<file path="config.mk">
export PLATFORM = sky130hd
export DESIGN_NAME = edsa_front_flat
export DESIGN_NICKNAME = d
export VERILOG_FILES = /design/src/rtl/core/edsa_pkg.sv /design/src/rtl/core/edsa_if.sv /design/src/rtl/core/edsa_front.sv /design/src/flat_wrapper.sv
export SDC_FILE = /design/constraint.sdc
export NUM_CORES = 2
export LEC_CHECK = 0
export ABC_CLOCK_PERIOD_IN_PS = 15840
export BUFFER_PORTS_ARGS = -buffer_cell sky130_fd_sc_hd__buf_2
export CAP_MARGIN = 20
export CORE_AREA = 8 8 316 318
export CTS_CLUSTER_DIAMETER = 200
export DETAILED_ROUTE_END_ITERATION = 8
export DIE_AREA = 0 0 324 326
export HOLD_SLACK_MARGIN = 0.08
export PLACE_DENSITY = 0.88
export SLEW_MARGIN = 30
export SYNTH_ARGS = -nofsm -noshare
export SYNTH_HDL_FRONTEND = slang
export SYNTH_SLANG_ARGS = --single-unit
</file>
<file path="constraint.sdc">
create_clock -name clk -period 15.84 [get_ports clk]
set_input_delay 2.376 -clock clk [delete_from_list [all_inputs] [get_ports clk]]
set_output_delay 2.376 -clock clk [all_outputs]
set_load 0.02 [all_outputs]
</file>
<file path="src/rtl/core/edsa_pkg.sv">
// ----------------------------------------------------------------------------
// edsa_pkg
// shared types and constants of the echo doppler snr analyzer
// ----------------------------------------------------------------------------
package edsa_pkg;

    localparam int unsigned SampleW = 16;
    localparam int unsigned NoiseW  = 31;
    localparam int unsigned SpeedW  = 24;
    localparam int unsigned SnrW    = 16;
    localparam int unsigned LenW    = 17;
    localparam int unsigned EnergyW = 48;
    localparam int unsigned SumW    = 40;
    localparam int unsigned GainW   = 24;
    localparam int unsigned RatioW  = 16;
    localparam int unsigned AngleW  = 32;
    localparam int unsigned CordicN = 16;
    localparam int unsigned ProdW   = 34;
    localparam int unsigned LogW    = 16;

    // sample count saturation point, sized to the count field
    localparam int unsigned MaxEchoLen = 65536;

    localparam logic [1:0] RegGain  = 2'd0;
    localparam logic [1:0] RegRatio = 2'd1;

    localparam logic [GainW-1:0]  GainReset  = 24'd167680;
    localparam logic [RatioW-1:0] RatioReset = 16'd256;

    typedef struct packed {
        logic [AngleW-1:0] turn;
    } cordic_entry_t;

    function automatic logic [AngleW-1:0] cordic_turn(input logic [3:0] i);
        logic [AngleW-1:0] r;
        case (i)
            4'd0:    r = 32'h20000000;
            4'd1:    r = 32'h12E4051E;
            4'd2:    r = 32'h09FB385B;
            4'd3:    r = 32'h051111D4;
            4'd4:    r = 32'h028B0D43;
            4'd5:    r = 32'h0145D7E1;
            4'd6:    r = 32'h00A2F61E;
            4'd7:    r = 32'h00517C55;
            4'd8:    r = 32'h0028BE53;
            4'd9:    r = 32'h00145F2F;
            4'd10:   r = 32'h000A2F98;
            4'd11:   r = 32'h000517CC;
            4'd12:   r = 32'h00028BE6;
            4'd13:   r = 32'h000145F3;
            4'd14:   r = 32'h0000A2FA;
            default: r = 32'h0000517D;
        endcase
        return r;
    endfunction

    // log2 by leading one, 8 bit linear fraction, q8
    function automatic logic [LogW-1:0] log2_q8(input logic [63:0] v);
        logic [63:0] w;
        logic [5:0]  e;
        logic [63:0] t;
        w = (v == 64'd0) ? 64'd1 : v;
        e = 6'd0;
        for (int k = 0; k < 64; k++)
        begin
            if (w[k])
            begin
                e = 6'(k);
            end
        end
        if (e >= 6'd8)
        begin
            t = w >> (e - 6'd8);
        end
        else
        begin
            t = w << (6'd8 - e);
        end
        return {2'b00, e, t[7:0]};
    endfunction

    // item carried from the front part to the back part
    typedef struct packed {
        logic                     first;
        logic                     last;
        logic signed [ProdW-1:0]  pr;
        logic signed [ProdW-1:0]  pi;
        logic [EnergyW-1:0]       energy;
        logic [LenW-1:0]          count;
        logic [NoiseW-1:0]        noise;
    } work_t;

endpackage

</file>
<file path="src/rtl/core/edsa_if.sv">
// ----------------------------------------------------------------------------
// edsa_in_if / edsa_out_if
// valid/ready channels of the echo doppler snr analyzer
// ----------------------------------------------------------------------------
interface edsa_in_if;
    logic               valid;
    logic               ready;
    logic signed [15:0] sample_re;
    logic signed [15:0] sample_im;
    logic [30:0]        noise_level;
    logic               last_sample;
    modport source (output valid, sample_re, sample_im, noise_level, last_sample,
                    input ready);
    modport sink (input valid, sample_re, sample_im, noise_level, last_sample,
                  output ready);
endinterface


</file>
<file path="src/rtl/core/edsa_front.sv">
// ----------------------------------------------------------------------------
// edsa_front
// takes samples, forms the conjugate product, energy and echo position
// ----------------------------------------------------------------------------
module edsa_front (
    input  logic                    clk,
    input  logic                    rst_n,
    edsa_in_if.sink                 in_ch,
    output logic                    wvalid,
    input  logic                    wready,
    output edsa_pkg::work_t         wdata
);
    import edsa_pkg::*;

    localparam logic [LenW-1:0] MaxLen = LenW'(MaxEchoLen);

    logic signed [SampleW-1:0] prev_re_reg, prev_im_reg;
    logic [LenW-1:0]           count_reg;
    logic                      valid_reg;
    work_t                     data_reg;

    logic signed [31:0] rr, ii, ri, ir, er, ei;

    assign in_ch.ready = !valid_reg || wready;
    assign wvalid      = valid_reg;
    assign wdata       = data_reg;

    always_comb
    begin
        rr = in_ch.sample_re * prev_re_reg;
        ii = in_ch.sample_im * prev_im_reg;
        ir = in_ch.sample_im * prev_re_reg;
        ri = in_ch.sample_re * prev_im_reg;
        er = in_ch.sample_re * in_ch.sample_re;
        ei = in_ch.sample_im * in_ch.sample_im;
    end

    always_ff @(posedge clk or negedge rst_n)
    begin
        if (!rst_n)
        begin
            valid_reg   <= 1'b0;
            count_reg   <= '0;
            prev_re_reg <= '0;
            prev_im_reg <= '0;
        end
        else
        begin
            if (in_ch.valid && in_ch.ready)
            begin
                valid_reg      <= 1'b1;
                data_reg.first <= (count_reg == '0);
                data_reg.last  <= in_ch.last_sample;
                data_reg.pr    <= ProdW'(rr) + ProdW'(ii);
                data_reg.pi    <= ProdW'(ir) - ProdW'(ri);
                data_reg.energy <= EnergyW'($unsigned(er)) + EnergyW'($unsigned(ei));
                data_reg.count <= (count_reg < MaxLen) ? count_reg + 1'b1 : count_reg;
                data_reg.noise <= in_ch.noise_level;
                if (in_ch.last_sample)
                begin
                    count_reg   <= '0;
                    prev_re_reg <= '0;
                    prev_im_reg <= '0;
                end
                else
                begin
                    count_reg   <= (count_reg < MaxLen) ? count_reg + 1'b1 : count_reg;
                    prev_re_reg <= in_ch.sample_re;
                    prev_im_reg <= in_ch.sample_im;
                end
            end
            else if (wready)
            begin
                valid_reg <= 1'b0;
            end
        end
    end

endmodule

</file>
<file path="src/flat_wrapper.sv">
// flat-port wrapper written by rule: the top's interface ports become plain ports
module edsa_front_flat import edsa_pkg::*;
  (clk, rst_n, wvalid, wready, wdata, in_ch_valid, in_ch_sample_re, in_ch_sample_im, in_ch_noise_level, in_ch_last_sample, in_ch_ready);
  edsa_in_if in_ch_i ();
  input  logic clk;
  input  logic rst_n;
  output logic wvalid;
  input  logic wready;
  output edsa_pkg::work_t wdata;
  input wire logic [$bits(in_ch_i.valid)-1:0] in_ch_valid;
  input wire logic [$bits(in_ch_i.sample_re)-1:0] in_ch_sample_re;
  input wire logic [$bits(in_ch_i.sample_im)-1:0] in_ch_sample_im;
  input wire logic [$bits(in_ch_i.noise_level)-1:0] in_ch_noise_level;
  input wire logic [$bits(in_ch_i.last_sample)-1:0] in_ch_last_sample;
  output wire logic [$bits(in_ch_i.ready)-1:0] in_ch_ready;
  assign in_ch_i.valid = in_ch_valid;
  assign in_ch_i.sample_re = in_ch_sample_re;
  assign in_ch_i.sample_im = in_ch_sample_im;
  assign in_ch_i.noise_level = in_ch_noise_level;
  assign in_ch_i.last_sample = in_ch_last_sample;
  assign in_ch_ready = in_ch_i.ready;
  edsa_front u_core (.clk(clk), .rst_n(rst_n), .in_ch(in_ch_i), .wvalid(wvalid), .wready(wready), .wdata(wdata));
endmodule
</file>
==> impl_metrics.csv <==
group,metric,value,unit
run_status,status,"finished clean",
cts,clk_latency,0.57,ns
cts,postCtsHoldBufs,0,
synthesis,synth_area_per_cell,9.69,sq um
job,cap_violations,0,
floorplanning,core-area,0.0944,sq mm
synthesis,yosysUniqueCellTypes,76,
global_route,grt_pass1_vias,52900,
final_layout,largest_reg_flops,149,
global_route,antenna_found_initial,7,
critical_path,cp_top_family,"adder cells",
critical_path,crit_slowest_cell,"fa_1",
sta,slew_violations,0,
critical_path,critPathArrivalTime,10.81,ns
cts,cts_inserted_buffers,17,
synthesis,syn-cell-area,0.0658,sq mm
detailed_routing,dr.pass1.iters,5,
global_route,track_usage,31.7,%
critical_path,end_kind,"flip-flop",
detailed_routing,vias,46500,
floorplanning,num_rows,113,
sta,grt_setup_unrepaired,"no",
synthesis,synth_ff_type,"edfxtp_1",
detailed_routing,totalWireLength,159000,um
synthesis,synth_edf_count,149,
cts,clock-sinks,199,
sta,min_period,10.52,ns
global_route,grt_max_degree,84,
detailed_routing,drt_iter0_drc,4020,
final_layout,fill_cells,6258,
synthesis,synth_cells,6789,
place,portBuffers,220,
cts,clock_path_buffers,2,
sta,hold_ws,0.514,ns
place,pre_cts_slack,4.93,ns
synthesis,ys_seq_elements,199,
cts,cts-resized-gates,0,
synthesis,yosysWarnings,0,
synthesis,async_flop_share,25.1,%
cts,clk_pin_slew,0.13,ns
cts,cts_htree_levels,4,
final_layout,fin_cells,8097,
sta,setup_tns,0,ns
final_layout,register_area,0.00573,sq mm
cts,cts_tree,"yes",
global_route,grt_pass1_wl,265000,um
sta,fmaxAchievable,95.0,MHz
floorplanning,fp.dieW,324,um
synthesis,yosysSeqAreaShare,8.70,%
floorplanning,die_height,326,um
sta,slew_headroom,32.8,%
sta,worst_pin_slew,1.00,ns
place,globalplace.congestion,0.913,
global_route,grt-ovfl-total,0,
sta,finalHoldViolCount,0,
critical_path,critPathLaunchType,"primary input",
sta,finalCritPeriodShare,66.4,%
final_layout,multiInputGateArea,0.0520,sq mm
floorplanning,dieArea,0.106,sq mm
detailed_routing,wire_per_inst,19.6,um
critical_path,slowest_delay,0.51,ns
critical_path,worst-setup-path-type,"primary input to flip-flop",
critical_path,worst-path-max-fanout,34,
cts,cts_setup_buffers,0,
floorplanning,io_pins,236,
detailed_routing,via_per_inst,5.75,
cts,root_buffer,"clkbuf_16",
critical_path,path_buf_inv,7,
sta,finalSetupViolCount,0,
detailed_routing,drt.antenna.violating_nets,0,
critical_path,crit_required,16.13,ns
worst_hold_path,hp-class,"flip-flop to flip-flop",
place,dp_cells,8058,
floorplanning,initial_core_util,69.7,%
final_layout,drive_above_1_share,5.29,%
place,hpwl,121000,um
final_layout,nets,9045,
sta,finalClockSkew,0.0485,ns
final_layout,syn_to_final_growth,4.16,%
detailed_routing,drc,0,
sta,timing.final.ws_setup,5.32,ns
## path summary, 6_finish.rpt
path / start / to / slack [ns] / depth (start not counted)
max: in_ch_sample_re[15] / u_core.wdata[77] / 5.32 / 35
min: u_core.prev_re_reg[2] / u_core.prev_re_reg[2] / 0.51 / 2
max reg2reg: u_core.prev_re_reg[2] / u_core.wdata[162] / 7.26 / 26
min reg2reg: u_core.prev_re_reg[2] / u_core.prev_re_reg[2] / 0.51 / 2
max in group asynchronous: rst_n / u_core.prev_im_reg[12] / 13.17 / 2
min in group asynchronous: rst_n / u_core.prev_re_reg[3] / 2.02 / 2
## cell usage in the layout (no fill, tap or decap), types with 25 or more instances in the layout
| cell | Yosys | routed |
|---|---|---|
| nor2b_1 | 25 | 25 |
| buf_4 | 17 | 68 |
| inv_1 | 1867 | 1867 |
| xor2_1 | 46 | 46 |
| o31ai_1 | 25 | 25 |
| and2_1 | 461 | 461 |
| o21ai_0 | 67 | 67 |
| nor2_1 | 136 | 136 |
| fa_1 | 1650 | 1650 |
| a21o_1 | 49 | 49 |
| ha_1 | 515 | 515 |
| edfxtp_1 | 149 | 149 |
| buf_2 | 0 | 219 |
| nand2b_1 | 62 | 62 |
| xnor2_1 | 177 | 177 |
| nand2_1 | 837 | 836 |
| nand3_1 | 33 | 33 |
| dfrtp_1 | 50 | 47 |
| a21oi_1 | 127 | 127 |
## routing by layer
metal	vias up	track usage, %	share of wire (%)
li1	19700	-	-
met1	23500	39.5	34
met2	2760	51.9	48
met3	621	6.95	11
met4	4	17.0	6.5
met5	-	0	0.013
## cells in the mapped netlist, types with 23 or more instances
cell      number  area share (%)
xor2_1        46            0.61
inv_1       1867              11
fa_1        1650              50
dfrtp_1       50             1.9
nand3_1       33            0.25
o21ai_0       67            0.51
nand2_1      837             4.8
edfxtp_1     149             6.8
clkbuf_1     274             1.6
nor2_1       136            0.78
ha_1         515             9.8
a21o_1        49            0.56
xnor2_1      177             2.4
o31ai_1       25            0.29
a21oi_1      127            0.97
o21a_1        23            0.26
nand2b_1      62            0.59
nor2b_1       25            0.24
and2_1       461             4.4
## cells by family after synthesis
family	after synthesis	share of synthesized area [%]
adders and majority gates	2165	60.0
buffers and inverters	2165	12.4
and+or+nand+nor	1633	11.8
AOI/OAI and AO/OA	399	4.04
xor gates and xnor gates	223	2.97
DFF	199	8.70
muxes	4	0.0665
other	1	0.00570
## tightest hold or removal path: stages (launching register included)
cell and delay, ns:
dfrtp_1 0.37, nand2_1 0.05, o31ai_1 0.06
## metrics by stage
step | cell area (sq um) | util [%]
6_report | 68600 | 72.6
3_3_place_gp | 67900 | 71.9
3_5_place_dp | 67900 | 71.9
2_1_floorplan | 65900 | -
4_1_cts | 68500 | 72.6
5_1_grt | 68500 | 72.6
## final cells by class
| class | instances | area share, % |
|---|---|---|
| clock inverters | 15 | 0.321 |
| well taps | 1265 | 2.31 |
| inverters | 1868 | 10.2 |
| clock buffers | 17 | 0.621 |
| multi-input cells | 4439 | 75.8 |
| diodes | 7 | 0.0256 |
| repair buffers | 287 | 2.34 |
| flip-flops and latches | 199 | 8.36 |
Power is left out: the tool's default activity adds up to more than one toggle a clock period on the data nets, which glitch-free logic cannot reach.
