==> src/rtl/core/edsa_pkg.sv <==
// ----------------------------------------------------------------------------
// edsa_pkg
// shared types and constants of the echo doppler snr analyzer
// ----------------------------------------------------------------------------
package edsa_pkg;

    localparam int unsigned SampleW = 16;
    localparam int unsigned NoiseW  = 31;
    localparam int unsigned SpeedW  = 24;
    localparam int unsigned SnrW    = 16;
    localparam int unsigned LenW    = 17;
    localparam int unsigned EnergyW = 48;
    localparam int unsigned SumW    = 40;
    localparam int unsigned GainW   = 24;
    localparam int unsigned RatioW  = 16;
    localparam int unsigned AngleW  = 32;
    localparam int unsigned CordicN = 16;
    localparam int unsigned ProdW   = 34;
    localparam int unsigned LogW    = 16;

    // sample count saturation point, sized to the count field
    localparam int unsigned MaxEchoLen = 65536;

    localparam logic [1:0] RegGain  = 2'd0;
    localparam logic [1:0] RegRatio = 2'd1;

    localparam logic [GainW-1:0]  GainReset  = 24'd167680;
    localparam logic [RatioW-1:0] RatioReset = 16'd256;

    typedef struct packed {
        logic [AngleW-1:0] turn;
    } cordic_entry_t;

    function automatic logic [AngleW-1:0] cordic_turn(input logic [3:0] i);
        logic [AngleW-1:0] r;
        case (i)
            4'd0:    r = 32'h20000000;
            4'd1:    r = 32'h12E4051E;
            4'd2:    r = 32'h09FB385B;
            4'd3:    r = 32'h051111D4;
            4'd4:    r = 32'h028B0D43;
            4'd5:    r = 32'h0145D7E1;
            4'd6:    r = 32'h00A2F61E;
            4'd7:    r = 32'h00517C55;
            4'd8:    r = 32'h0028BE53;
            4'd9:    r = 32'h00145F2F;
            4'd10:   r = 32'h000A2F98;
            4'd11:   r = 32'h000517CC;
            4'd12:   r = 32'h00028BE6;
            4'd13:   r = 32'h000145F3;
            4'd14:   r = 32'h0000A2FA;
            default: r = 32'h0000517D;
        endcase
        return r;
    endfunction

    // log2 by leading one, 8 bit linear fraction, q8
    function automatic logic [LogW-1:0] log2_q8(input logic [63:0] v);
        logic [63:0] w;
        logic [5:0]  e;
        logic [63:0] t;
        w = (v == 64'd0) ? 64'd1 : v;
        e = 6'd0;
        for (int k = 0; k < 64; k++)
        begin
            if (w[k])
            begin
                e = 6'(k);
            end
        end
        if (e >= 6'd8)
        begin
            t = w >> (e - 6'd8);
        end
        else
        begin
            t = w << (6'd8 - e);
        end
        return {2'b00, e, t[7:0]};
    endfunction

    // item carried from the front part to the back part
    typedef struct packed {
        logic                     first;
        logic                     last;
        logic signed [ProdW-1:0]  pr;
        logic signed [ProdW-1:0]  pi;
        logic [EnergyW-1:0]       energy;
        logic [LenW-1:0]          count;
        logic [NoiseW-1:0]        noise;
    } work_t;

endpackage

==> src/rtl/core/edsa_fifo.sv <==
// ----------------------------------------------------------------------------
// edsa_fifo
// two entry queue between front and back parts
// ----------------------------------------------------------------------------
module edsa_fifo (
    input  logic            clk,
    input  logic            rst_n,
    input  logic            wvalid,
    output logic            wready,
    input  edsa_pkg::work_t wdata,
    output logic            rvalid,
    input  logic            rready,
    output edsa_pkg::work_t rdata
);
    import edsa_pkg::*;

    work_t      mem_reg [2];
    logic       wptr_reg, rptr_reg;
    logic [1:0] cnt_reg;
    logic       push, pop;

    assign wready = (cnt_reg != 2'd2);
    assign rvalid = (cnt_reg != 2'd0);
    assign rdata  = mem_reg[rptr_reg];
    assign push   = wvalid && wready;
    assign pop    = rvalid && rready;

    always_ff @(posedge clk)
    begin
        if (push)
        begin
            mem_reg[wptr_reg] <= wdata;
        end
    end

    always_ff @(posedge clk or negedge rst_n)
    begin
        if (!rst_n)
        begin
            wptr_reg <= 1'b0;
            rptr_reg <= 1'b0;
            cnt_reg  <= 2'd0;
        end
        else
        begin
            if (push)
            begin
                wptr_reg <= !wptr_reg;
            end
            if (pop)
            begin
                rptr_reg <= !rptr_reg;
            end
            cnt_reg <= cnt_reg + {1'b0, push} - {1'b0, pop};
        end
    end

endmodule

==> config.mk <==
export PLATFORM = sky130hd
export DESIGN_NAME = edsa_fifo
export DESIGN_NICKNAME = d
export VERILOG_FILES = /design/src/rtl/core/edsa_pkg.sv /design/src/rtl/core/edsa_fifo.sv
export SDC_FILE = /design/constraint.sdc
export NUM_CORES = 1
export LEC_CHECK = 0
export ABC_AREA = 1
export BUFFER_PORTS_ARGS = -buffer_cell sky130_fd_sc_hd__buf_4
export CAP_MARGIN = 20
export CORE_ASPECT_RATIO = 0.6
export CORE_MARGIN = 4
export CORE_UTILIZATION = 47
export CTS_CLUSTER_DIAMETER = 120
export DETAILED_ROUTE_END_ITERATION = 8
export PLACE_DENSITY = 0.76
export SLEW_MARGIN = 20
export SYNTH_ARGS = -nofsm -noshare
export SYNTH_HDL_FRONTEND = slang
export SYNTH_SLANG_ARGS = --single-unit
==> constraint.sdc <==
create_clock -name clk -period 7.7 [get_ports clk]
set_input_delay 1.54 -clock clk [delete_from_list [all_inputs] [get_ports clk]]
set_output_delay 1.54 -clock clk [all_outputs]
set_load 0.02 [all_outputs]
==> impl_metrics.ini, run 1 <==
[status]
status = complete, no violations

[layout]
largest_reg_flops = 332
final_nets = 1407
fin_area_um2 = 16020
final_layout_size_suffix_gt1_share_pct = 30.55
fillCellCount = 1913
fin_util_pct = 62.66
syn_to_final_growth_pct = 29.75

[clock_tree]
clk_latency_ps = 540
ctsHoldBuffers = 0
cts_tree = yes
htree_num_levels = 1
cts_setup_buffers = 0
postCtsResizedCells = 0
cts_buffers = 29
clockBufferDepth = 3
clk_pin_slew_worst_paths_ps = 60
cts-root-buf = clkbuf_16
clock-sinks = 336

[grt]
first_global_vias = 7419
grt_util_all_layers_pct = 18.28
overflow = 0
grt_antenna_before_repair = 1
grt_first_pass_wirelength_um = 41370
grt_max_degree = 168

[yosys]
yosysSeqAreaShare_pct = 81.56
ys.flop_type = edfxtp_1
synth.distinct_cells = 14
ys_warn_count = 0
netlist_instances = 899
synth_top_area_share_pct = 80.75
synthTopCellsByArea = edfxtp_1 81%, nand2_1 15%, buf_6 1.1%
avgSynthCellArea_um2 = 13.73
synth-seq-cells = 336
synth_edf_count = 332
async_flop_share_pct = 1.190
synth_area_leader_cell = edfxtp_1
synthTopCellsByCount = 507 x nand2_1, 332 x edfxtp_1, 17 x buf_2, 12 x buf_6, 8 x buf_4
syn_area_um2 = 12350
syn_nets = 1070
synth_most_common_cell = nand2_1

[critical_path]
ff2ff_setup_slack_ps = 4820
startpoint_type = register
crit_end = rdata[67]
r2r_end = mem_reg[0][97]
critPathLaunch = rptr_reg
crit_required_ps = 6160
critPathMaxFanout = 104
worstPathArrival_ps = 3330
critPathKind = reg2out
rr_startpoint = cnt_reg[1]
endpoint_kind = primary output
r2r_cells = 5

[floorplan]
dieHeight_um = 133.5
core-area_um2 = 25560
rows = 45
dieArea_um2 = 29010
die_w_um = 217.2
io_pins = 338
start_util_pct = 48.30

[pwr]
ir_drop_v = 0.0002666
p_leak_uw = 0.006790
power_density_nw_per_um2 = 408.9

[sta]
finalClockSkew_ps = 13.12
setup_tns_ps = 0
fin_crit_sh_pct = 63.27
hold_ws_ps = 570.7
rsz0062_at_grt = false
period_needed_ps = 4872
setup_viol = 0
fmax_mhz = 205.3
worstMarginPinSlew_ps = 1138
finalHoldViolCount = 0
maxSlewHeadroom_pct = 24.13
slew_violations = 0

[worst_hold_path]
hp-class = reg2reg

[placed_design]
place_congestion = 0.7906
port-buffer-count = 337
dp.final_hpwl_um = 18000
placed_area_um2 = 15110

[routing]
antenna_left = 0
wl_per_cell_um = 17.22
vias_per_cell = 4.784
post-route-drc-count = 0
drtIter0Drc = 615
wirelength_um = 27730
first_pass_iters = 5
vias = 7703

[job]
maxCapViolations = 0
[cells in the final DEF (no fill, tap or decap)]
master     count
nand2_1      507
buf_4        342
edfxtp_1     332
clkbuf_16     29
clkinv_1       9
inv_1          7
clkbuf_1       6
clkinv_2       4
nor2_1         3
bufinv_16      3
dfrtp_1        3
nand3_1        2
nor2_4         2
diode_2        1
inv_6          1
o21ai_0        1
a21oi_1        1
xor2_1         1
ha_1           1
clkinv_4       1
buf_12         1
dfrtp_4        1
[metal layers]
layer	wire length, um	up-vias	GRT usage, %	share of wire, %
met5	0	-	0	0
met4	659	0	4.377	2.4
met3	2805	47	6.405	10
met2	12840	319	28.67	46
met1	11420	3643	24.87	41
li1	-	3694	-	-
[worst min-delay path by stage]
stage | slack, ps | from | depth (start not counted) | end
finish | 570 | cnt_reg[0] | 1 | cnt_reg[0]
CTS | 570 | cnt_reg[0] | 1 | cnt_reg[0]
global route | 600 | cnt_reg[0] | 1 | cnt_reg[0]
floorplan | 500 | wptr_reg | 2 | wptr_reg
detailed placement | 550 | cnt_reg[0] | 1 | cnt_reg[0]
global placement | 540 | cnt_reg[0] | 1 | cnt_reg[0]
[critical path, stage by stage (launching register included)]
cell and delay (ps):
dfrtp_4 800, inv_6 690, buf_4 690, nand2_1 160, nand2_1 120, buf_4 150
[through the flow]
step	cells	setup WS [ps]	total power (uW)
after floorplan	899	1247	4193
after global routing	1610	2592	6900
final	1610	2828	6550
after CTS	1609	2769	6614
after detailed placement	1557	3401	5212
after global placement	1557	3472	5176
[cell type report]
cell class              instances  area, um^2  area share (%)
multi-input cells             518        1978           12.35
flip-flops and latches        336       10070           62.89
well taps                     352       440.4           2.750
clock inverters                17       152.6          0.9530
diodes                          1       2.502         0.01562
clock buffers                  35       748.2           4.671
repair buffers                343        2587           16.15
inverters                       8       35.03          0.2187
[where the power goes]
part	switching (uW)	total, uW	internal (uW)
combinational	1630	2490	861
sequential	162	2660	2500
clock	608	1400	788
[cell families after synthesis]
logic type	share of synthesized area, %
AND/OR/NAND/NOR	15.65
flip-flops	81.56
buffers and inverters	2.534
AO/OA/AOI/OAI	0.08100
XOR/XNOR	0.07096
adder cells (fa/ha/maj)	0.1013
No activity file was read; power rests on OpenSTA's default activity.
==> inputs of run 2 (changes only) <==
==> constraint.sdc (replaced) <==
create_clock -name clk -period 4.1 [get_ports clk]
set_input_delay 0.82 -clock clk [delete_from_list [all_inputs] [get_ports clk]]
set_output_delay 0.82 -clock clk [all_outputs]
set_load 0.02 [all_outputs]
==> run 2 against run 1 <==
  * Sequential cell count stayed put
  * Worst hold slack worse by 510 ps
  * Largest cell class unchanged
  * Cell area up 0.91%
  * Global-route usage up 0.25 points
  * Via count up 1.4%
  * Register-to-register slack got worse by 2800 ps
  * Critical path depth did not move
  * Combinational power increased by 97%
  * Cell count up 0.31%
  * Routed wire length rose by 2.5%
  * Clock skew is 2.7 ps lower
  * Count of clock-buffer cells in the layout grew 2
==> impl_metrics.ini, run 2 (synthesized netlist as in run 1, its figures left out) <==
[critical_path]
crit_required_ps = 3280
startpoint_type = register
r2r_end = mem_reg[0][59]
r2r_cells = 4
cp_slowest_cell = inv_6
critPathMaxFanout = 115
ff2ff_setup_slack_ps = 2050
worstPathArrival_ps = 2440
crit_path_max_incr_delay_ps = 630
worstPathCellList = inv_6, buf_4, nand2_1, nand2_1, buf_4
endpoint_kind = primary output
critPathKind = reg2out
rr_startpoint = cnt_reg[1]

[pwr]
power_frac_clock_pct = 21.7
p_sw_share_pct = 36.78
power_density_nw_per_um2 = 771.3
p_int_uw = 7881
switchingPower_uw = 4586
ir_drop_v = 0.0005382
p_leak_uw = 0.006850
pwr-share-comb_pct = 39.3
sequentialPowerShare_pct = 39.0

[sta]
worstMarginPinSlew_ps = 929.2
maxSlewHeadroom_pct = 38.05
fmax_mhz = 306.5
rsz0062_at_grt = false
fin_crit_sh_pct = 79.59
finalClockSkew_ps = 10.44
period_needed_ps = 3263
setup_tns_ps = 0
finalHoldViolCount = 0
slew_violations = 0
setup_viol = 0

[routing]
wirelength_um = 28410
vias = 7808
drtIter0Drc = 521
first_pass_iters = 5
vias_per_cell = 4.835
post-route-drc-count = 0
antenna_left = 0
wl_per_cell_um = 17.59

[clock_tree]
htree_num_levels = 1
clock-sinks = 336
cts_tree = yes
cts_buffers = 30
cts_setup_buffers = 0
ctsHoldBuffers = 0
clk_latency_ps = 540
postCtsResizedCells = 0
clockBufferDepth = 3
clk_pin_slew_worst_paths_ps = 70
cts-root-buf = clkbuf_16

[worst_hold_path]
hp-class = in2async

[grt]
met2_usage_pct = 28.24
grt.busiest_layer = met2
first_global_vias = 7459
use_met3_pct = 6.269
grt_util_all_layers_pct = 18.53
grt.met1_usage_pct = 26.45
grt_max_degree = 167
grt_first_pass_wirelength_um = 42050
overflow = 0
grt_antenna_before_repair = 1

[layout]
fin_util_pct = 63.24
num_antenna_cells = 0
final_cell_mix = 507 x nand2_1, 340 x buf_4, 332 x edfxtp_1, 31 x clkbuf_16
multi_input_area_um2 = 1978
largest_reg_flops = 332
fin_cells = 1615
syn_to_final_growth_pct = 30.93
layout_commonest_cell = nand2_1
final_layout_size_suffix_gt1_share_pct = 31.35
regArea_um2 = 10070
fillCellCount = 1892
final_nets = 1412

[floorplan]
dieArea_um2 = 29010
start_util_pct = 48.30
io_pins = 338
core-area_um2 = 25560
rows = 45
die_w_um = 217.2
dieHeight_um = 133.5

[placed_design]
dp.final_hpwl_um = 18700
port-buffer-count = 337
place_congestion = 0.8569
dp_cells = 1561

[job]
maxCapViolations = 0

[status]
status = complete, no violations
-- run 2: changes by cell type in the layout (fill, tap and decap cells not counted) --
| cell | delta |
|---|---|
| inv_6 | +2 |
| diode_2 | -1 |
| bufinv_16 | -1 |
| clkinv_4 | -1 |
| clkinv_1 | -6 |
| clkbuf_16 | +2 |
| clkinv_2 | +3 |
| buf_4 | -2 |
| clkinvlp_4 | +3 |
| buf_12 | +6 |
-- run 2: worst max path at each step --
stage | cells past startpoint | startpoint | end
finish | 5 | rptr_reg | rdata[79]
CTS | 5 | rptr_reg | rdata[79]
floorplan | 2 | wvalid | mem_reg[1][0]
global placement | 5 | rptr_reg | rdata[126]
detailed placement | 5 | rptr_reg | rdata[79]
global route | 5 | rptr_reg | rdata[135]
-- run 2: metal layers --
metal | vias to the layer above | part of all wire [%]
met3 | 37 | 11
met1 | 3717 | 42
li1 | 3717 | -
met5 | - | 0.046
met4 | 2 | 1.6
met2 | 335 | 45
-- run 2: power by group through the flow --
stage | registers (uW) | clock network, uW | logic [uW]
floorplan | 5010 | 0 | 2870
global placement | 4920 | 0 | 4910
detailed placement | 4940 | 0 | 4950
CTS | 4870 | 2770 | 4960
global route | 4930 | 2890 | 5280
finish | 4870 | 2700 | 4900
-- run 2: worst max-delay path, delay by kind of cell (launching register included) --
kind                   cells  cell delay, ps
buffers and inverters      3            1170
DFF                        1             510
and+or+nand+nor            2             180
-- run 2: through the flow --
stage,hold slack (ps),power (uW),worst slack [ps],area [um^2]
final,57.21,12470,837.0,16160
after global routing,35.89,13100,682.5,16160
after CTS,25.94,12610,765.4,16160
after detailed placement,556.5,9887,1367,15220
after global placement,542.7,9824,1441,15220
after floorplan,503.5,7875,-1633,12350
-- run 2: area by class of cell --
class | count | share of cell area, %
Inverter | 8 | 0.2167
Clock buffer | 37 | 4.938
Clock inverter | 17 | 0.9056
Timing Repair Buffer | 347 | 16.66
Tap cell | 352 | 2.725
Multi-Input combinational cell | 518 | 12.24
Sequential cell | 336 | 62.32
