File: config.mk
export PLATFORM = sky130hd
export DESIGN_NAME = edsa_back_flat
export DESIGN_NICKNAME = d
export VERILOG_FILES = /design/src/rtl/core/edsa_pkg.sv /design/src/rtl/core/edsa_if.sv /design/src/rtl/core/edsa_back.sv /design/src/flat_wrapper.sv
export SDC_FILE = /design/constraint.sdc
export NUM_CORES = 2
export LEC_CHECK = 0
export BUFFER_PORTS_ARGS = -buffer_cell sky130_fd_sc_hd__buf_2
export CORE_MARGIN = 1.5
export CORE_UTILIZATION = 60
export CTS_CLUSTER_SIZE = 8
export DETAILED_ROUTE_END_ITERATION = 7
export PLACE_DENSITY = 0.78
export SKIP_CTS_REPAIR_TIMING = 1
export SYNTH_ARGS = -nofsm -noshare
export SYNTH_HDL_FRONTEND = slang
export SYNTH_SLANG_ARGS = --single-unit
File: constraint.sdc
create_clock -name clk -period 47.6 [get_ports clk]
set_input_delay 9.52 -clock clk [delete_from_list [all_inputs] [get_ports clk]]
set_output_delay 9.52 -clock clk [all_outputs]
set_load 0.01 [all_outputs]
File: src/rtl/core/edsa_pkg.sv
// ----------------------------------------------------------------------------
// edsa_pkg
// shared types and constants of the echo doppler snr analyzer
// ----------------------------------------------------------------------------
package edsa_pkg;

    localparam int unsigned SampleW = 16;
    localparam int unsigned NoiseW  = 31;
    localparam int unsigned SpeedW  = 24;
    localparam int unsigned SnrW    = 16;
    localparam int unsigned LenW    = 17;
    localparam int unsigned EnergyW = 48;
    localparam int unsigned SumW    = 40;
    localparam int unsigned GainW   = 24;
    localparam int unsigned RatioW  = 16;
    localparam int unsigned AngleW  = 32;
    localparam int unsigned CordicN = 16;
    localparam int unsigned ProdW   = 34;
    localparam int unsigned LogW    = 16;

    // sample count saturation point, sized to the count field
    localparam int unsigned MaxEchoLen = 65536;

    localparam logic [1:0] RegGain  = 2'd0;
    localparam logic [1:0] RegRatio = 2'd1;

    localparam logic [GainW-1:0]  GainReset  = 24'd167680;
    localparam logic [RatioW-1:0] RatioReset = 16'd256;

    typedef struct packed {
        logic [AngleW-1:0] turn;
    } cordic_entry_t;

    function automatic logic [AngleW-1:0] cordic_turn(input logic [3:0] i);
        logic [AngleW-1:0] r;
        case (i)
            4'd0:    r = 32'h20000000;
            4'd1:    r = 32'h12E4051E;
            4'd2:    r = 32'h09FB385B;
            4'd3:    r = 32'h051111D4;
            4'd4:    r = 32'h028B0D43;
            4'd5:    r = 32'h0145D7E1;
            4'd6:    r = 32'h00A2F61E;
            4'd7:    r = 32'h00517C55;
            4'd8:    r = 32'h0028BE53;
            4'd9:    r = 32'h00145F2F;
            4'd10:   r = 32'h000A2F98;
            4'd11:   r = 32'h000517CC;
            4'd12:   r = 32'h00028BE6;
            4'd13:   r = 32'h000145F3;
            4'd14:   r = 32'h0000A2FA;
            default: r = 32'h0000517D;
        endcase
        return r;
    endfunction

    // log2 by leading one, 8 bit linear fraction, q8
    function automatic logic [LogW-1:0] log2_q8(input logic [63:0] v);
        logic [63:0] w;
        logic [5:0]  e;
        logic [63:0] t;
        w = (v == 64'd0) ? 64'd1 : v;
        e = 6'd0;
        for (int k = 0; k < 64; k++)
        begin
            if (w[k])
            begin
                e = 6'(k);
            end
        end
        if (e >= 6'd8)
        begin
            t = w >> (e - 6'd8);
        end
        else
        begin
            t = w << (6'd8 - e);
        end
        return {2'b00, e, t[7:0]};
    endfunction

    // item carried from the front part to the back part
    typedef struct packed {
        logic                     first;
        logic                     last;
        logic signed [ProdW-1:0]  pr;
        logic signed [ProdW-1:0]  pi;
        logic [EnergyW-1:0]       energy;
        logic [LenW-1:0]          count;
        logic [NoiseW-1:0]        noise;
    } work_t;

endpackage

File: src/rtl/core/edsa_if.sv


interface edsa_out_if;
    logic               valid;
    logic               ready;
    logic signed [23:0] doppler_speed;
    logic               echo_done;
    logic signed [23:0] mean_speed;
    logic signed [15:0] snr_tenth_db;
    logic [16:0]        echo_length;
    modport source (output valid, doppler_speed, echo_done, mean_speed, snr_tenth_db,
                    echo_length, input ready);
    modport sink (input valid, doppler_speed, echo_done, mean_speed, snr_tenth_db,
                  echo_length, output ready);
endinterface

File: src/rtl/core/edsa_back.sv
// ----------------------------------------------------------------------------
// edsa_back
// cordic, speed scaling and sums per item; serial divide, snr on last item
// ----------------------------------------------------------------------------
module edsa_back #(
    parameter int unsigned PHASE_BITS = 16
) (
    input  logic                             clk,
    input  logic                             rst_n,
    input  logic                             rvalid,
    output logic                             rready,
    input  edsa_pkg::work_t                  rdata,
    input  logic [edsa_pkg::GainW-1:0]       gain,
    input  logic [edsa_pkg::RatioW-1:0]      ratio,
    edsa_out_if.source                       out_ch
);
    import edsa_pkg::*;

    localparam int unsigned Shift = AngleW - PHASE_BITS;
    localparam int unsigned QW    = PHASE_BITS + 1;
    localparam int unsigned DW    = SumW + 2;
    localparam int unsigned CW    = ProdW + 3;

    typedef enum logic [2:0] {
        S_IDLE, S_CORDIC, S_SCALE, S_SUM, S_DIV, S_SNR, S_OUT
    } state_t;

    state_t                   state_reg;
    work_t                    item_reg;
    logic signed [CW-1:0]     x_reg, y_reg;
    logic [AngleW-1:0]        z_reg;
    logic [5:0]               it_reg;
    logic [QW+GainW-1:0]      prod_reg;
    logic                     neg_reg;
    logic signed [SpeedW-1:0] speed_reg;
    logic [EnergyW-1:0]       energy_reg;
    logic signed [SumW-1:0]   ssum_reg;
    logic [DW-1:0]            num_reg, rem_reg, quo_reg;
    logic signed [SpeedW-1:0] mean_reg;
    logic signed [SnrW-1:0]   snr_reg;
    logic signed [31:0]       lsc_reg;
    logic signed [LogW+2:0]   lval_reg;
    logic [31:0]              lq_reg;

    logic signed [CW-1:0]     dx, dy;
    logic [AngleW-1:0]        mag;
    logic [QW-1:0]            q;
    logic [QW+GainW-1:0]      sp;
    logic signed [SumW+1:0]   snext;
    logic [EnergyW:0]         esum;
    logic [DW-1:0]            remsh;
    logic [DW-1:0]            den2;
    logic signed [LogW+2:0]   lval;
    logic [31:0]              lmag;
    logic [18:0]              lhi;
    logic [37:0]              lprod;
    logic [31:0]              lq;

    always_comb
    begin
        dx    = y_reg >>> it_reg[3:0];
        dy    = x_reg >>> it_reg[3:0];
        mag   = z_reg[AngleW-1] ? (~z_reg + 1'b1) : z_reg;
        q     = QW'((33'(mag) + (33'd1 << (Shift - 1))) >> Shift);
        sp    = (prod_reg + ((QW+GainW)'(1) << (PHASE_BITS - 1))) >> PHASE_BITS;
        snext = (SumW+2)'(ssum_reg) + (SumW+2)'(speed_reg);
        esum  = {1'b0, energy_reg} + {1'b0, item_reg.energy};
        den2  = DW'({item_reg.count, 1'b0});
        remsh = {rem_reg[DW-2:0], num_reg[DW-1]};
        lval  = (LogW+3)'(log2_q8(64'(energy_reg))) - (LogW+3)'(log2_q8(64'(ratio)))
              + (LogW+3)'(2048) - (LogW+3)'(log2_q8(64'(item_reg.count)))
              - (LogW+3)'(log2_q8(64'(item_reg.noise)));
        lmag  = lsc_reg[31] ? 32'(-lsc_reg) : 32'(lsc_reg);
        // rounded divide by 256000: drop 2^11, then reciprocal of 125
        lhi   = 19'((lmag + 32'd128000) >> 11);
        lprod = 38'(lhi) * 38'(19'd268436);
        lq    = {19'd0, lprod[37:25]};
    end

    assign rready = (state_reg == S_IDLE);

    always_ff @(posedge clk or negedge rst_n)
    begin
        if (!rst_n)
        begin
            state_reg    <= S_IDLE;
            out_ch.valid <= 1'b0;
            energy_reg   <= '0;
            ssum_reg     <= '0;
        end
        else
        begin
            case (state_reg)
                S_IDLE:
                begin
                    if (rvalid)
                    begin
                        item_reg <= rdata;
                        it_reg   <= '0;
                        if (rdata.pr < 0)
                        begin
                            x_reg <= -CW'(rdata.pr);
                            y_reg <= -CW'(rdata.pi);
                            z_reg <= 32'h80000000;
                        end
                        else
                        begin
                            x_reg <= CW'(rdata.pr);
                            y_reg <= CW'(rdata.pi);
                            z_reg <= '0;
                        end
                        state_reg <= S_CORDIC;
                    end
                end
                S_CORDIC:
                begin
                    if (item_reg.first || (item_reg.pr == 0 && item_reg.pi == 0))
                    begin
                        z_reg     <= '0;
                        state_reg <= S_SCALE;
                        prod_reg  <= '0;
                        neg_reg   <= 1'b0;
                    end
                    else if (it_reg == 6'(CordicN))
                    begin
                        neg_reg   <= z_reg[AngleW-1];
                        prod_reg  <= (QW+GainW)'(q) * (QW+GainW)'(gain);
                        state_reg <= S_SCALE;
                    end
                    else
                    begin
                        if (y_reg >= 0)
                        begin
                            x_reg <= x_reg + dx;
                            y_reg <= y_reg - dy;
                            z_reg <= z_reg + cordic_turn(it_reg[3:0]);
                        end
                        else
                        begin
                            x_reg <= x_reg - dx;
                            y_reg <= y_reg + dy;
                            z_reg <= z_reg - cordic_turn(it_reg[3:0]);
                        end
                        it_reg <= it_reg + 1'b1;
                    end
                end
                S_SCALE:
                begin
                    if (sp > (QW+GainW)'(8388607))
                    begin
                        speed_reg <= neg_reg ? -24'sd8388608 : 24'sd8388607;
                    end
                    else
                    begin
                        speed_reg <= neg_reg ? -SpeedW'(sp) : SpeedW'(sp);
                    end
                    state_reg <= S_SUM;
                end
                S_SUM:
                begin
                    energy_reg <= esum[EnergyW] ? '1 : esum[EnergyW-1:0];
                    if (snext > (SumW+2)'((64'sd1 <<< 39) - 1))
                    begin
                        ssum_reg <= SumW'((64'sd1 <<< 39) - 1);
                    end
                    else if (snext < -(SumW+2)'(64'sd1 <<< 39))
                    begin
                        ssum_reg <= -SumW'(64'sd1 <<< 39);
                    end
                    else
                    begin
                        ssum_reg <= SumW'(snext);
                    end
                    if (item_reg.last)
                    begin
                        it_reg    <= '0;
                        rem_reg   <= '0;
                        quo_reg   <= '0;
                        state_reg <= S_DIV;
                    end
                    else
                    begin
                        state_reg <= S_OUT;
                    end
                    num_reg <= '0;
                end
                S_DIV:
                begin
                    if (it_reg == 6'd0 && rem_reg == '0 && quo_reg == '0
                        && num_reg == '0)
                    begin
                        num_reg  <= (DW'(ssum_reg[SumW-1] ? $unsigned(-ssum_reg)
                                                          : $unsigned(ssum_reg)) << 1)
                                    + DW'(item_reg.count);
                        it_reg   <= 6'd1;
                        lval_reg <= lval;
                    end
                    else if (it_reg == 6'(DW + 1))
                    begin
                        if (quo_reg > DW'(8388607))
                        begin
                            mean_reg <= ssum_reg[SumW-1] ? -24'sd8388608 : 24'sd8388607;
                        end
                        else
                        begin
                            mean_reg <= ssum_reg[SumW-1] ? -SpeedW'(quo_reg)
                                                         : SpeedW'(quo_reg);
                        end
                        lq_reg    <= lq;
                        state_reg <= S_SNR;
                    end
                    else
                    begin
                        if (remsh >= den2)
                        begin
                            rem_reg <= remsh - den2;
                            quo_reg <= {quo_reg[DW-2:0], 1'b1};
                        end
                        else
                        begin
                            rem_reg <= remsh;
                            quo_reg <= {quo_reg[DW-2:0], 1'b0};
                        end
                        if (it_reg == 6'd1)
                        begin
                            lsc_reg <= 32'(lval_reg) * 32'sd30103;
                        end
                        num_reg <= num_reg << 1;
                        it_reg  <= it_reg + 1'b1;
                    end
                end
                S_SNR:
                begin
                    if (energy_reg == '0)
                    begin
                        snr_reg <= -16'sd32768;
                    end
                    else if (lq_reg > 32'd32767)
                    begin
                        snr_reg <= lsc_reg[31] ? -16'sd32768 : 16'sd32767;
                    end
                    else
                    begin
                        snr_reg <= lsc_reg[31] ? -SnrW'(lq_reg) : SnrW'(lq_reg);
                    end
                    state_reg <= S_OUT;
                end
                S_OUT:
                begin
                    if (!out_ch.valid || out_ch.ready)
                    begin
                        out_ch.valid         <= 1'b1;
                        out_ch.doppler_speed <= speed_reg;
                        out_ch.echo_done     <= item_reg.last;
                        out_ch.mean_speed    <= item_reg.last ? mean_reg : '0;
                        out_ch.snr_tenth_db  <= item_reg.last ? snr_reg : '0;
                        out_ch.echo_length   <= item_reg.last ? item_reg.count : '0;
                        if (item_reg.last)
                        begin
                            energy_reg <= '0;
                            ssum_reg   <= '0;
                        end
                        state_reg <= S_IDLE;
                    end
                end
                default:
                begin
                    state_reg <= S_IDLE;
                end
            endcase
            if (out_ch.valid && out_ch.ready && !(state_reg == S_OUT))
            begin
                out_ch.valid <= 1'b0;
            end
        end
    end

endmodule

File: src/flat_wrapper.sv
// flat-port wrapper written by rule: the top's interface ports become plain ports
module edsa_back_flat import edsa_pkg::*;
#(
    parameter int unsigned PHASE_BITS = 16
)
  (clk, rst_n, rvalid, rready, rdata, gain, ratio, out_ch_valid, out_ch_doppler_speed, out_ch_echo_done, out_ch_mean_speed, out_ch_snr_tenth_db, out_ch_echo_length, out_ch_ready);
  edsa_out_if out_ch_i ();
  input  logic clk;
  input  logic rst_n;
  input  logic rvalid;
  output logic rready;
  input  edsa_pkg::work_t rdata;
  input  logic [edsa_pkg::GainW-1:0] gain;
  input  logic [edsa_pkg::RatioW-1:0] ratio;
  output wire logic [$bits(out_ch_i.valid)-1:0] out_ch_valid;
  output wire logic [$bits(out_ch_i.doppler_speed)-1:0] out_ch_doppler_speed;
  output wire logic [$bits(out_ch_i.echo_done)-1:0] out_ch_echo_done;
  output wire logic [$bits(out_ch_i.mean_speed)-1:0] out_ch_mean_speed;
  output wire logic [$bits(out_ch_i.snr_tenth_db)-1:0] out_ch_snr_tenth_db;
  output wire logic [$bits(out_ch_i.echo_length)-1:0] out_ch_echo_length;
  input wire logic [$bits(out_ch_i.ready)-1:0] out_ch_ready;
  assign out_ch_valid = out_ch_i.valid;
  assign out_ch_doppler_speed = out_ch_i.doppler_speed;
  assign out_ch_echo_done = out_ch_i.echo_done;
  assign out_ch_mean_speed = out_ch_i.mean_speed;
  assign out_ch_snr_tenth_db = out_ch_i.snr_tenth_db;
  assign out_ch_echo_length = out_ch_i.echo_length;
  assign out_ch_i.ready = out_ch_ready;
  edsa_back #(.PHASE_BITS(PHASE_BITS)) u_core (.clk(clk), .rst_n(rst_n), .rvalid(rvalid), .rready(rready), .rdata(rdata), .gain(gain), .ratio(ratio), .out_ch(out_ch_i));
endmodule
==> results.yml <==
status:
  outcome: "completed"
final_layout:
  drive_gt1_share_pct: 8.737
  fillers: 10478
  syn2layout_area_growth_pct: 8.351
  mostFrequentLayoutCells: "inv_1 (894), nand2_1 (848), ha_1 (699)"
  ff_latch_area_um2: 22120
  nNetsFinal: 10035
  final_common_cell: "inv_1"
  largest_reg_flops: 149
  stdcell_count: 10423
  fin_util_pct: 65.48
  multi_input_area_um2: 52880
placed_design:
  dpl.hpwl_um: 159000
  placed_cells: 10229
  place.gp.congestion: 0.9585
  port_buffers: 293
route:
  wl_per_cell_um: 19.90
  viasPerCell: 6.135
  drt_pass1_iterations: 6
  vias: 63950
  ant_nets: 0
  wl_um: 207500
  drc: 0
  drtIter0Drc: 5524
critical_path:
  endpoint_kind: "flip-flop"
  r2r-end: "u_core.prod_reg[40]$_SDFFCE_PP0P_"
  critPathRequiredTime_ps: 48060
  cp_common_cell: "o21ai_0"
  r2r-start: "u_core.z_reg[13]$_SDFFCE_PP0P_"
  path_max_fanout: 23
  rrSetupSlack_ps: 36640
  cp-start-kind: "input pin"
  critical_path_arrival_ps: 17150
  crit_path_top_delay_cell: "and2_1"
  r2r_cells: 33
  cpPeakStageDelay_ps: 870
  crit_type: "in2reg"
yosys:
  synthFlopType: "edfxtp_1"
  synthArstFlopShare_pct: 12.07
  syn_area_um2: 79350
  yosysSeqAreaShare_pct: 27.88
  yosysTopAreaCellShare_pct: 24.22
  netlist-cell-type-count: 95
  ys_warn_count: 0
  synth_edf_count: 640
  ys_top_cells_by_area: "edfxtp_1 (24%), fa_1 (14%), ha_1 (11%), xnor2_1 (4.3%), inv_1 (4.2%)"
  syn_inst: 8410
  synth_top_area_cell: "edfxtp_1"
  synth.avg_cell_area_um2: 9.435
  ys_seq_elements: 762
sta:
  hold_slack_ps: 439.7
  tightest_slew_ps: 1314
  finalSetupTns_ps: 0
  fin_skew_ps: 80.31
  rsz0062_at_grt: "no"
  setup_viol: 0
  maxSlewViolCount: 0
  max_slew_margin_pct: 12.30
  max_freq_ghz: 0.05994
  finalHoldViolCount: 0
  min_period_ps: 16680
  finalCritPeriodShare_pct: 35.05
min_path:
  hp-start: "u_core.speed_reg[19]$_DFFE_PP_"
  min_path_type: "reg2reg"
  min_to: "u_core.out_ch.doppler_speed[19]$_DFFE_PP_"
  min_path_cells: 0
floorplan:
  dieHeight_um: 366.7
  placementRows: 133
  core_um2: 131300
  ios: 294
  initial_utilization_pct: 60.43
  dieWidth_um: 366.7
  die-area_um2: 134400
global_routing:
  grt_max_degree: 167
  gr-usage-all-layers_pct: 30.65
  grt_pass1_wl_um: 334500
  grt_overflow_total: 0
  antenna_found_initial: 7
  grt_pass1_vias: 63331
clock_tree:
  insertion_delay_ps: 770
  htreeDepth: 3
  cts_buffer_depth: 3
  clkSlewWorstSetupHoldPaths_ps: 50
  cts_tree: "built"
  clock-sinks: 762
  cts-buffers-inserted: 109
  cts-root-buf: "clkbuf_16"
flow_run:
  drv_cap: 0
## critical path, delay by kind of cell
family,cells,cell delay (ps)
fa+ha+maj,5,1850
simple gates,7,1660
buf+inv,2,180
compound gates,18,3050
xor+xnor,3,850
## worst max path at each step
stage / slack [ps] / from / depth (start not counted) / endpoint
final: 30920 / ratio[1] / 35 / u_core.lval_reg[14]$_DFFE_PP_
after global routing: 30130 / ratio[1] / 37 / u_core.lval_reg[14]$_DFFE_PP_
after CTS: 31060 / ratio[1] / 38 / u_core.lval_reg[14]$_DFFE_PP_
after detailed placement: 30300 / ratio[1] / 38 / u_core.lval_reg[14]$_DFFE_PP_
after global placement: 30400 / ratio[1] / 38 / u_core.lval_reg[14]$_DFFE_PP_
after floorplan: 21310 / rst_n / 2 / u_core.den2[10]$_DFFE_PP_
## synthesized netlist by cell type (87+ instances only)
master      n
and3_1     99
nor2_1    615
nor3_1    143
clkbuf_1  290
o21ai_0   427
ha_1      699
nand2_1   849
edfxtp_1  640
nand3_1   148
a21o_1    134
nor4_1    104
inv_1     895
dfrtp_1    92
a21oi_1   451
mux4_2     87
fa_1      541
mux2i_1   197
nor2b_1   109
xnor2_1   392
and2_1    139
xor2_1    225
## layout make-up
cell class                      instances  area share, %
Antenna cell                            4        0.01164
Clock buffer                          178          3.557
Clock inverter                         12         0.2387
Inverter                              903          3.943
Multi-Input combinational cell       6432          61.51
Sequential cell                       762          25.73
Tap cell                             1755          2.554
Timing Repair Buffer                  377          2.457
## per-stage QoR
step / setup WS (ps) / instance area [µm²]
CTS: 31060 / 85960
detailed placement: 30300 / 82700
global route: 30130 / 85970
finish: 30920 / 85970
global placement: 30400 / 82700
floorplan: 21310 / 79430
## cells by family (layout without fill, tap and decap cells)
| group | after synthesis | after routing | synth area share, % |
|---|---|---|---|
| AOI/OAI and AO/OA | 1660 | 1660 | 13.43 |
| xor gates and xnor gates | 617 | 617 | 6.811 |
| adders and majority gates | 1240 | 1240 | 24.67 |
| buffers and inverters | 1238 | 1470 | 5.887 |
| DFF | 762 | 762 | 27.88 |
| muxes | 346 | 346 | 6.080 |
| other | 2 | 28 | 0.009465 |
| and+or+nand+nor | 2545 | 2545 | 15.23 |
## routing by layer
metal | wire [µm] | share of wire, % | vias up | global-route usage [%]
met4 | 8465 | 4.1 | 0 | 12.31
met2 | 98490 | 47 | 2451 | 50.65
li1 | - | - | 29834 | -
met3 | 13640 | 6.6 | 433 | 3.573
met1 | 86870 | 42 | 31232 | 41.19
met5 | 0 | 0 | - | 0
Power is left out: the tool's default activity adds up to more than one toggle a clock period on the data nets, which glitch-free logic cannot reach.
